**src/design/interval_set_table_top_macros.svh**
```systemverilog
// Assertion macros for the interval set table.
`ifndef INTERVAL_SET_TABLE_TOP_MACROS_SVH
`define INTERVAL_SET_TABLE_TOP_MACROS_SVH
`ifndef NO_ASSERTIONS
// same-cycle implication
`define IST_ASSERT_IMPLIES(label, ante, cons) \
	label: assert property (@(posedge clk) disable iff (!arst_n) (ante) |-> (cons)) \
		else $error("assertion failed");
// next-cycle implication
`define IST_ASSERT_NEXT(label, ante, cons) \
	label: assert property (@(posedge clk) disable iff (!arst_n) (ante) |=> (cons)) \
		else $error("assertion failed");
`else
`define IST_ASSERT_IMPLIES(label, ante, cons)
`define IST_ASSERT_NEXT(label, ante, cons)
`endif
`endif

```
**src/design/ist_pkg.sv**
```systemverilog
// Types and codes shared by the interval set table modules.
package ist_pkg;
	localparam logic [2:0] ACT_ADD    = 3'd0;
	localparam logic [2:0] ACT_SINGLE = 3'd1;
	localparam logic [2:0] ACT_REMOVE = 3'd2;
	localparam logic [2:0] ACT_FIND   = 3'd3;
	localparam logic [2:0] ACT_CLEAR  = 3'd4;

	localparam logic [1:0] STAT_OK      = 2'd0;
	localparam logic [1:0] STAT_BAD     = 2'd1;
	localparam logic [1:0] STAT_COVERED = 2'd2;
	localparam logic [1:0] STAT_FULL    = 2'd3;

	typedef struct packed {
		logic [2:0]  action;
		logic [30:0] range_low;
		logic [30:0] range_high;
	} in_item_t;

	typedef struct packed {
		logic [1:0] status;
		logic       hit;
		logic [4:0] range_count;
	} out_item_t;

	typedef enum logic [3:0] {
		S_IDLE, S_DECIDE, S_SCAN_RD, S_SCAN_EV, S_SCAN_EV2,
		S_TAIL, S_COPY_RD, S_COPY_WR, S_DONE
	} state_t;

	typedef struct packed {
		logic load;
		logic decide;
		logic scan_ev;
		logic scan_ev2;
		logic tail;
		logic copy_wr;
		logic emit;
	} cmd_t;

	typedef struct packed {
		logic need_scan;
		logic scan_empty;
		logic need2;
		logic last_scan;
		logic copy_go;
		logic last_copy;
		logic out_free;
	} dp_stat_t;
endpackage

```
**src/design/ist_ctrl.sv**
```systemverilog
// Sequencer for the interval set table: scan, tail, copy and result steps.
module ist_ctrl (
	input  logic             clk,
	input  logic             arst_n,
	input  logic             in_valid,
	output logic             in_ready,
	input  ist_pkg::dp_stat_t st,
	output ist_pkg::cmd_t    cmd
);
	ist_pkg::state_t state_q, state_nx;

	always_ff @(posedge clk or negedge arst_n) begin
		if (!arst_n) begin
			state_q <= ist_pkg::S_IDLE;
		end else begin
			state_q <= state_nx;
		end
	end

	always_comb begin
		state_nx = state_q;
		case (state_q)
			ist_pkg::S_IDLE: begin
				if (in_valid) state_nx = ist_pkg::S_DECIDE;
			end
			ist_pkg::S_DECIDE: begin
				if (!st.need_scan) state_nx = ist_pkg::S_DONE;
				else if (st.scan_empty) state_nx = ist_pkg::S_TAIL;
				else state_nx = ist_pkg::S_SCAN_RD;
			end
			ist_pkg::S_SCAN_RD: state_nx = ist_pkg::S_SCAN_EV;
			ist_pkg::S_SCAN_EV: begin
				if (st.need2) state_nx = ist_pkg::S_SCAN_EV2;
				else if (st.last_scan) state_nx = ist_pkg::S_TAIL;
				else state_nx = ist_pkg::S_SCAN_RD;
			end
			ist_pkg::S_SCAN_EV2: begin
				state_nx = st.last_scan ? ist_pkg::S_TAIL : ist_pkg::S_SCAN_RD;
			end
			ist_pkg::S_TAIL: begin
				state_nx = st.copy_go ? ist_pkg::S_COPY_RD : ist_pkg::S_DONE;
			end
			ist_pkg::S_COPY_RD: state_nx = ist_pkg::S_COPY_WR;
			ist_pkg::S_COPY_WR: begin
				state_nx = st.last_copy ? ist_pkg::S_DONE : ist_pkg::S_COPY_RD;
			end
			ist_pkg::S_DONE: begin
				if (st.out_free) state_nx = ist_pkg::S_IDLE;
			end
			default: state_nx = ist_pkg::S_IDLE;
		endcase
	end

	always_comb begin
		in_ready     = (state_q == ist_pkg::S_IDLE);
		cmd          = '0;
		cmd.load     = in_ready && in_valid;
		cmd.decide   = (state_q == ist_pkg::S_DECIDE);
		cmd.scan_ev  = (state_q == ist_pkg::S_SCAN_EV);
		cmd.scan_ev2 = (state_q == ist_pkg::S_SCAN_EV2);
		cmd.tail     = (state_q == ist_pkg::S_TAIL);
		cmd.copy_wr  = (state_q == ist_pkg::S_COPY_WR);
		cmd.emit     = (state_q == ist_pkg::S_DONE) && st.out_free;
	end
endmodule

```
**src/design/ist_dp.sv**
```systemverilog
// Datapath of the interval set table: range memories, scratch table, result register.
module ist_dp #(
	parameter int MAX_RANGES = 16,
	parameter int ID_BITS    = 31
) (
	input  logic                clk,
	input  logic                arst_n,
	input  ist_pkg::in_item_t   in_item,
	input  ist_pkg::cmd_t       cmd,
	output ist_pkg::dp_stat_t   st,
	output logic                out_valid,
	input  logic                out_ready,
	output ist_pkg::out_item_t  out_item
);
	localparam int DEPTH = MAX_RANGES + 2;
	localparam int AW    = $clog2(MAX_RANGES);
	localparam int SW    = $clog2(DEPTH);
	localparam int CW    = $clog2(MAX_RANGES + 3);
	localparam int UW    = $clog2(MAX_RANGES + 1);
	localparam int W1    = ID_BITS + 1;

	logic [ID_BITS-1:0] start_mem [MAX_RANGES];
	logic [ID_BITS-1:0] stop_mem  [MAX_RANGES];
	logic [ID_BITS-1:0] tmp_start_mem [DEPTH];
	logic [ID_BITS-1:0] tmp_stop_mem  [DEPTH];

	logic [2:0]         act_q;
	logic [ID_BITS-1:0] lo_q, hi_q, id_q;
	logic [ID_BITS-1:0] rs_q, re_q, cs_q, ce_q, ps_q, pe_q;
	logic [CW-1:0]      idx_q, n_q;
	logic [UW-1:0]      used_q;
	logic               placed_q, cov_q;
	logic [1:0]         res_status_q;
	logic               res_hit_q;
	logic               out_valid_q;
	ist_pkg::out_item_t out_item_q;

	logic [63:0]        lo64, hi64;
	logic               is_add, is_bad;
	logic [W1-1:0]      s1, e1, lo1, hi1;
	logic [ID_BITS-1:0] pa_s, pa_e, pb_s, pb_e, lo_n, hi_n;
	logic [1:0]         put_n;
	logic               placed_n, cov_hit;
	logic               wr_en;
	logic [ID_BITS-1:0] wr_s, wr_e;
	logic               add_put, commit_ok;
	logic [CW-1:0]      n_fin;
	logic [31:0]        used32;

	assign lo64   = 64'(in_item.range_low);
	assign hi64   = 64'(in_item.range_high);
	assign is_add = (act_q == ist_pkg::ACT_ADD) || (act_q == ist_pkg::ACT_SINGLE);
	assign is_bad = ((act_q == ist_pkg::ACT_ADD) || (act_q == ist_pkg::ACT_REMOVE))
		&& (lo_q > hi_q);

	// evaluate one stored range against the working range
	always_comb begin
		s1       = {1'b0, rs_q};
		e1       = {1'b0, re_q};
		lo1      = {1'b0, lo_q};
		hi1      = {1'b0, hi_q};
		pa_s     = rs_q;
		pa_e     = re_q;
		pb_s     = rs_q;
		pb_e     = re_q;
		put_n    = 2'd0;
		lo_n     = lo_q;
		hi_n     = hi_q;
		placed_n = placed_q;
		cov_hit  = (rs_q <= id_q) && (id_q <= re_q);
		if (is_add) begin
			if (e1 + W1'(1) < lo1) begin
				put_n = 2'd1;
			end else if (s1 > hi1 + W1'(1)) begin
				placed_n = 1'b1;
				if (!placed_q) begin
					pa_s  = lo_q;
					pa_e  = hi_q;
					put_n = 2'd2;
				end else begin
					put_n = 2'd1;
				end
			end else begin
				if (rs_q < lo_q) lo_n = rs_q;
				if (re_q > hi_q) hi_n = re_q;
			end
		end else if (act_q == ist_pkg::ACT_REMOVE) begin
			if ((re_q < lo_q) || (rs_q > hi_q)) begin
				put_n = 2'd1;
			end else if ((rs_q < lo_q) && (re_q > hi_q)) begin
				pa_e  = lo_q - ID_BITS'(1);
				pb_s  = hi_q + ID_BITS'(1);
				put_n = 2'd2;
			end else if (rs_q < lo_q) begin
				pa_e  = lo_q - ID_BITS'(1);
				put_n = 2'd1;
			end else if (re_q > hi_q) begin
				pa_s  = hi_q + ID_BITS'(1);
				put_n = 2'd1;
			end
		end
	end

	assign add_put   = is_add && !placed_q;
	assign n_fin     = n_q + CW'(add_put);
	assign commit_ok = ((act_q == ist_pkg::ACT_ADD) || (act_q == ist_pkg::ACT_REMOVE)
		|| ((act_q == ist_pkg::ACT_SINGLE) && !cov_q)) && (n_fin <= CW'(MAX_RANGES));

	always_comb begin
		wr_en = 1'b0;
		wr_s  = pa_s;
		wr_e  = pa_e;
		if (cmd.scan_ev) begin
			wr_en = (put_n != 2'd0) && (act_q != ist_pkg::ACT_FIND);
		end else if (cmd.scan_ev2) begin
			wr_en = 1'b1;
			wr_s  = ps_q;
			wr_e  = pe_q;
		end else if (cmd.tail) begin
			wr_en = add_put;
			wr_s  = lo_q;
			wr_e  = hi_q;
		end
		if (n_q >= CW'(DEPTH)) wr_en = 1'b0;
	end

	always_ff @(posedge clk) begin
		if (wr_en) begin
			tmp_start_mem[n_q[SW-1:0]] <= wr_s;
			tmp_stop_mem[n_q[SW-1:0]]  <= wr_e;
		end
		cs_q <= tmp_start_mem[idx_q[SW-1:0]];
		ce_q <= tmp_stop_mem[idx_q[SW-1:0]];
	end

	always_ff @(posedge clk) begin
		if (cmd.copy_wr) begin
			start_mem[idx_q[AW-1:0]] <= cs_q;
			stop_mem[idx_q[AW-1:0]]  <= ce_q;
		end
		rs_q <= start_mem[idx_q[AW-1:0]];
		re_q <= stop_mem[idx_q[AW-1:0]];
	end

	always_ff @(posedge clk) begin
		if (cmd.load) begin
			act_q <= in_item.action;
			lo_q  <= lo64[ID_BITS-1:0];
			id_q  <= lo64[ID_BITS-1:0];
			hi_q  <= (in_item.action == ist_pkg::ACT_SINGLE) ? lo64[ID_BITS-1:0]
				: hi64[ID_BITS-1:0];
		end else if (cmd.scan_ev) begin
			lo_q <= lo_n;
			hi_q <= hi_n;
			ps_q <= pb_s;
			pe_q <= pb_e;
		end
	end

	always_ff @(posedge clk or negedge arst_n) begin
		if (!arst_n) begin
			idx_q        <= '0;
			n_q          <= '0;
			used_q       <= '0;
			placed_q     <= 1'b0;
			cov_q        <= 1'b0;
			res_status_q <= ist_pkg::STAT_OK;
			res_hit_q    <= 1'b0;
		end else begin
			if (cmd.load) begin
				idx_q    <= '0;
				n_q      <= '0;
				placed_q <= 1'b0;
				cov_q    <= 1'b0;
			end
			if (cmd.decide) begin
				res_hit_q    <= 1'b0;
				res_status_q <= is_bad ? ist_pkg::STAT_BAD : ist_pkg::STAT_OK;
				if (act_q == ist_pkg::ACT_CLEAR) used_q <= '0;
			end
			if (cmd.scan_ev) begin
				placed_q <= placed_n;
				cov_q    <= cov_q | cov_hit;
				if (act_q != ist_pkg::ACT_FIND) n_q <= n_q + CW'(put_n != 2'd0);
				if (put_n != 2'd2) idx_q <= idx_q + CW'(1);
			end
			if (cmd.scan_ev2) begin
				n_q   <= n_q + CW'(1);
				idx_q <= idx_q + CW'(1);
			end
			if (cmd.tail) begin
				idx_q <= '0;
				n_q   <= n_fin;
				if (act_q == ist_pkg::ACT_FIND) begin
					res_hit_q <= cov_q;
				end else if ((act_q == ist_pkg::ACT_SINGLE) && cov_q) begin
					res_status_q <= ist_pkg::STAT_COVERED;
				end else if (!commit_ok) begin
					res_status_q <= ist_pkg::STAT_FULL;
				end else if (n_fin == '0) begin
					used_q <= '0;
				end
			end
			if (cmd.copy_wr) begin
				idx_q <= idx_q + CW'(1);
				if (st.last_copy) used_q <= UW'(n_q);
			end
		end
	end

	assign used32 = 32'(used_q);

	always_ff @(posedge clk or negedge arst_n) begin
		if (!arst_n) begin
			out_valid_q <= 1'b0;
		end else if (cmd.emit) begin
			out_valid_q <= 1'b1;
		end else if (out_ready) begin
			out_valid_q <= 1'b0;
		end
	end

	always_ff @(posedge clk) begin
		if (cmd.emit) begin
			out_item_q.status      <= res_status_q;
			out_item_q.hit         <= res_hit_q;
			out_item_q.range_count <= used32[4:0];
		end
	end

	always_comb begin
		st            = '0;
		st.need_scan  = !is_bad && (act_q <= ist_pkg::ACT_FIND);
		st.scan_empty = (used_q == '0);
		st.need2      = (put_n == 2'd2) && (act_q != ist_pkg::ACT_FIND);
		st.last_scan  = (CW'(used_q) <= idx_q + CW'(1));
		st.copy_go    = commit_ok && (n_fin != '0)
			&& !(act_q == ist_pkg::ACT_FIND);
		st.last_copy  = (n_q <= idx_q + CW'(1));
		st.out_free   = !out_valid_q || out_ready;
	end

	assign out_valid = out_valid_q;
	assign out_item  = out_item_q;
endmodule

```
**src/design/interval_set_table_top.sv**
```systemverilog
// Interval set table top level: sorted disjoint id ranges with add, remove, find, clear.
// Sequence: clear, bad bounds and unused codes go from decide straight to the result; else
//   the stored ranges are read and evaluated one by one, then on commit the scratch table
//   is copied back, with an extra write per range inserted or split; one read port per table.
// Throughput: one item at a time; the next item is taken once the result is registered.
// Reset: arst_n clears the range count and handshake state; range memories hold no reset.
`include "interval_set_table_top_macros.svh"
module interval_set_table_top #(
	parameter int MAX_RANGES = 16,
	parameter int ID_BITS    = 31
) (
	input  logic               clk,
	input  logic               arst_n,
	input  logic               in_valid,
	output logic               in_ready,
	input  ist_pkg::in_item_t  in_item,
	output logic               out_valid,
	input  logic               out_ready,
	output ist_pkg::out_item_t out_item
);
	ist_pkg::cmd_t     cmd;
	ist_pkg::dp_stat_t st;

	// sequencer: walks the stored ranges, then the scratch table on commit
	ist_ctrl u_ctrl (
		.clk      (clk),
		.arst_n   (arst_n),
		.in_valid (in_valid),
		.in_ready (in_ready),
		.st       (st),
		.cmd      (cmd)
	);

	// datapath: merge/split evaluation, memories, result register
	ist_dp #(
		.MAX_RANGES (MAX_RANGES),
		.ID_BITS    (ID_BITS)
	) u_dp (
		.clk       (clk),
		.arst_n    (arst_n),
		.in_item   (in_item),
		.cmd       (cmd),
		.st        (st),
		.out_valid (out_valid),
		.out_ready (out_ready),
		.out_item  (out_item)
	);

	// hold off further items while one is in flight
	`IST_ASSERT_NEXT(a_one_item, in_valid && in_ready, !in_ready)
	// a hit only comes from a successful find
	`IST_ASSERT_IMPLIES(a_hit_ok, out_valid && out_item.hit, out_item.status == ist_pkg::STAT_OK)
	// the reported count never exceeds the table size
	`IST_ASSERT_IMPLIES(a_count_max, out_valid, 32'(out_item.range_count) <= MAX_RANGES)
endmodule

```
**config.mk**
```make
export PLATFORM = sky130hd
export DESIGN_NAME = interval_set_table_top
export DESIGN_NICKNAME = d
export VERILOG_FILES = /design/src/design/ist_pkg.sv /design/src/design/ist_ctrl.sv /design/src/design/ist_dp.sv /design/src/design/interval_set_table_top.sv
export VERILOG_INCLUDE_DIRS = /design/src /design/src/design
export SDC_FILE = /design/constraint.sdc
export NUM_CORES = 2
export LEC_CHECK = 0
export BUFFER_PORTS_ARGS = -buffer_cell sky130_fd_sc_hd__buf_2
export CORE_ASPECT_RATIO = 0.8
export CORE_MARGIN = 2
export CORE_UTILIZATION = 35
export DETAILED_ROUTE_END_ITERATION = 16
export MAX_ROUTING_LAYER = met4
export PLACE_DENSITY = 0.61
export RECOVER_POWER = 100
export SLEW_MARGIN = 20
export SYNTH_ARGS = -nofsm -noshare
export SYNTH_HDL_FRONTEND = slang
export SYNTH_SLANG_ARGS = --single-unit
```
**constraint.sdc**
```tcl
create_clock -name clk -period 10.7 [get_ports clk]
set_input_delay 0.535 -clock clk [delete_from_list [all_inputs] [get_ports clk]]
set_output_delay 0.535 -clock clk [all_outputs]
set_load 0.1 [all_outputs]
```
==> results by group <==
Outcome
  • Status: finished with violations
  • Failing checks: capacitance limit, slew limit

Placement
  • DP Cell Count: about 9000
  • Buffers on Ports: 78
  • Hpwl dp: ~180000 microns
  • GP Congestion: 0.948

Pwr
  • Int Power: 21.1 mW
  • Share of total power in the clock network: 25.6%
  • Seq pwr share: 43.9%
  • Peak supply drop: between 0.2 and 0.25 mV
  • Leak: 36.3 nW
  • Gate power share: 30.4%
  • Sw frac: 33.8%
  • PwrDens: 281 nW/um^2
  • Total power: 31.9 mW
  • P_sw: ~11 mW

Logic synthesis
  • Ys async rst share: 1.03%
  • Register bit count reported by yosys: 2423
  • Top-area cell type share of the netlist area: 68.3%
  • Mapped Area: roughly 100000 sq um
  • Post-synth top area cell: edfxtp_1
  • Cell variety after synth: 74
  • Most common cell in the netlist: edfxtp_1
  • Ys flop type: edfxtp_1
  • EDFF count, synth: 2274
  • Register area share after synthesis: 71.4%
  • Mapped Avg Cell Area: between 15 and 20 sq um
  • Synth warn: 0
  • Synth top cells by count: edfxtp_1, mux4_2, ha_1
  • Largest cells by area after synthesis: edfxtp_1, mux4_2, ha_1
  • Synth Instances: 5370
  • Total nets after synthesis: about 5700

Global route
  • Total track usage: 19.9%
  • Initial antenna violation count: 17
  • First-pass GRT wire length: a little over 400000 microns
  • Number of global-route vias before repair: 53100
  • Largest net degree at the start of global routing: 140
  • Grt ovf: 0

Final layout
  • Final Non-Filler Cells: 9626
  • Ratio of cells with drive above 1 in the final layout: between 10% and 20%
  • Fillers: approximately 26000
  • Area growth syn-to-layout: 13.2%
  • Sequential Area: between 70000 and 80000 sq um
  • NumNets Final: 5990
  • Multi-input gate area: about 27000 sq um

Clock tree
  • Clock Tree Buf Depth: 4
  • Clock transition at the registers of the reported paths: around 0.06 ns
  • CTS H-tree depth: 4
  • Hold Buf Count CTS: 36
  • Root Driver: clkbuf_16
  • CTS tree: yes
  • Clock Sinks: approximately 2400
  • Num CTS Buffers: about 230
  • Setup bufs post-CTS: 0
  • Post-CTS sizing: 0
  • Worst skew pair latency: just over 0.9 ns

Worst setup path
  • Slowest CP cell: clkbuf_1
  • Worst path bufs/invs: 2
  • CP Cell Sequence: nand3_1 > nor2_1 > nand2_1 > nor3_1 > inv_1 > nor4_1 > nand3_1 > xnor2_1 > ha_1 > a21oi_1 > nand2_1 > a221oi_1 > o31ai_1 > or4_1 > nand4_1 > and2_0 > clkbuf_1 > o21ai_0 > o22ai_1 > o21ai_1
  • Worst setup EP type: flip-flop
  • Reg2reg setup slack: roughly 1.5 ns
  • Crit-path max cell delay: 1.44 ns
  • Crit-path max FO: 37
  • Arrival time worst endpoint: 9.53 ns
  • CP Class: reg2reg
  • Crit path launch type: flip-flop
  • CP required: 10.98 ns
  • CP delay by family, top: simple AND/OR/NAND/NOR gates

Run
  • Max Cap Viol: 65

Routing
  • Via Count: 53500
  • Drt initial violations: 6893
  • DR vias/cell: 5.56
  • DRT Wirelength: 284000 microns
  • Drt drc: 0
  • Final ANT Viol Nets: 0
  • Per-cell routed wire length: roughly 30 microns
  • Drt pass-1 iters: 6

STA
  • Min cycle time layout: 9.24 ns
  • Sum Neg Setup Slack: 0 ns
  • Final Cycle Share: around 86%
  • Hold_ws: 0.0354 ns
  • Slew Viols, Final: about 2100
  • Worst-Margin Slew: between 4 and 5 ns
  • RSZ-0062 raised after global routing: no
  • Final setup fails: 0
  • Slew HR: -195%
  • Final Hold Violating Endpoints: 0
  • Max Clk Rate: ~110 MHz
  • Worst clock skew: approximately 0.13 ns

Min path
  • HP Class: in2reg

Floorplanning
  • Area of the die: slightly below 300000 sq um
  • Initial Utilization: 35.2%
  • Num rows: 175
  • I/O pins: just under 80
  • Core area: 284000 sq um
  • Die Y: between 400 and 500 microns
  • Die width: 602 microns
[worst reg2reg max path, stage by stage, from the launching register on]
cell and delay (ns):
dfxtp_1 0.58, nand3_1 0.26, nor2_1 0.19, nand2_1 0.14, nor3_1 0.72, inv_1 0.21, nor4_1 0.50, nand3_1 0.16
xnor2_1 0.16, ha_1 0.32, a21oi_1 0.15, nand2_1 0.08, a221oi_1 0.30, o31ai_1 0.16, or4_1 0.69, nand4_1 0.18
and2_0 0.14, clkbuf_1 1.44, o21ai_0 1.08, o22ai_1 0.45, o21ai_1 0.68
[placed cells by master, fill, tap and decap left out, types with 63 or more instances in the layout]
cell,netlist,layout
a21oi_1,231,231
clkbuf_1,176,163
clkbuf_16,0,232
dfxtp_1,124,124
edfxtp_1,2274,2274
ha_1,302,302
inv_1,147,147
mux2i_1,97,97
mux4_2,620,620
nand2_1,277,276
nand3_1,63,63
nor2_1,214,196
nor3_1,70,69
o21ai_0,162,154
xnor2_1,91,91
[logic make-up (layout without fill, tap and decap cells)]
group,Yosys count,in the layout,share of synthesized area [%]
other,0,15,0
AOI/OAI and AO/OA,628,628,3.82
muxes,722,722,15.0
xor gates and xnor gates,96,96,0.841
DFF,2423,2423,71.4
and+or+nand+nor,803,803,3.68
buffers and inverters,396,832,1.52
adders and majority gates,302,302,3.78
[state kept, by name, indices dropped and copies added, names as in the netlist, 2 cells and up]
| name | cells |
|---|---|
| u_dp.lo_q | 31 |
| u_dp.cs_q | 31 |
| u_dp.used_q | 5 |
| u_dp.out_item | 8 |
| u_dp.id_q | 31 |
| u_dp.ps_q | 31 |
| u_ctrl.state_q | 4 |
| u_dp.res_status_q | 2 |
| u_dp.rs_q | 31 |
| u_dp.tmp_stop_mem | 558 |
| u_dp.idx_q | 5 |
| u_dp.tmp_start_mem | 558 |
| u_dp.act_q | 3 |
| u_dp.pb_e | 31 |
| u_dp.stop_mem | 496 |
| u_dp.hi_q | 31 |
| u_dp.start_mem | 496 |
| u_dp.ce_q | 31 |
| u_dp.n_q | 5 |
| u_dp.pe_q | 31 |
[worst paths after layout]
kind / depth (start not counted) / startpoint / to
setup / recovery: 20 / u_dp.pb_e[2] / u_dp.tmp_stop_mem[2][14]
hold / removal: 4 / in_valid / u_ctrl.state_q[0]
setup reg to reg: 20 / u_dp.pb_e[2] / u_dp.tmp_stop_mem[2][14]
hold reg to reg: 0 / u_dp.res_hit_q / u_dp.out_item[5]
max in group asynchronous: 2 / arst_n / u_dp.idx_q[4]
min in group asynchronous: 2 / arst_n / u_dp.n_q[2]
[cell type report]
| class | count | area share, % |
|---|---|---|
| sequential | 2423 | 63.1 |
| multi-input combinational | 2551 | 24.1 |
| clock buffer | 302 | 5.53 |
| tap | 3805 | 4.21 |
| timing repair buffer | 265 | 1.48 |
| clock inverter | 116 | 1.04 |
| inverter | 149 | 0.494 |
| antenna | 15 | 0.0332 |
[through the flow]
step	util, %	setup WS [ns]	cell area, sq um
after floorplan	-	3.32	100000
after global placement	37.2	2.76	106000
after detailed placement	37.3	2.79	106000
after CTS	40.0	2.74	114000
after global routing	39.8	1.16	113000
final	39.8	1.46	113000
[power groups by stage]
stage / Combinational, mW / Clock, mW / Sequential, mW
floorplan: 6.15 / 0 / 13.6
global placement: 9.56 / 0 / 14.1
detailed placement: 9.70 / 0 / 14.1
CTS: 9.76 / 8.29 / 13.9
global route: 10.5 / 8.64 / 14.1
finish: 9.70 / 8.17 / 14.0
[per-layer routing]
layer	track usage [%]	vias to the layer above	part of all wire [%]
li1	-	22300	-
met1	27.7	28500	43
met2	30.8	2235	47
met3	2.77	401	7.0
met4	5.58	0	3.0
met5	-	-	0
Note: power is estimated with default switching activity, not from simulation.
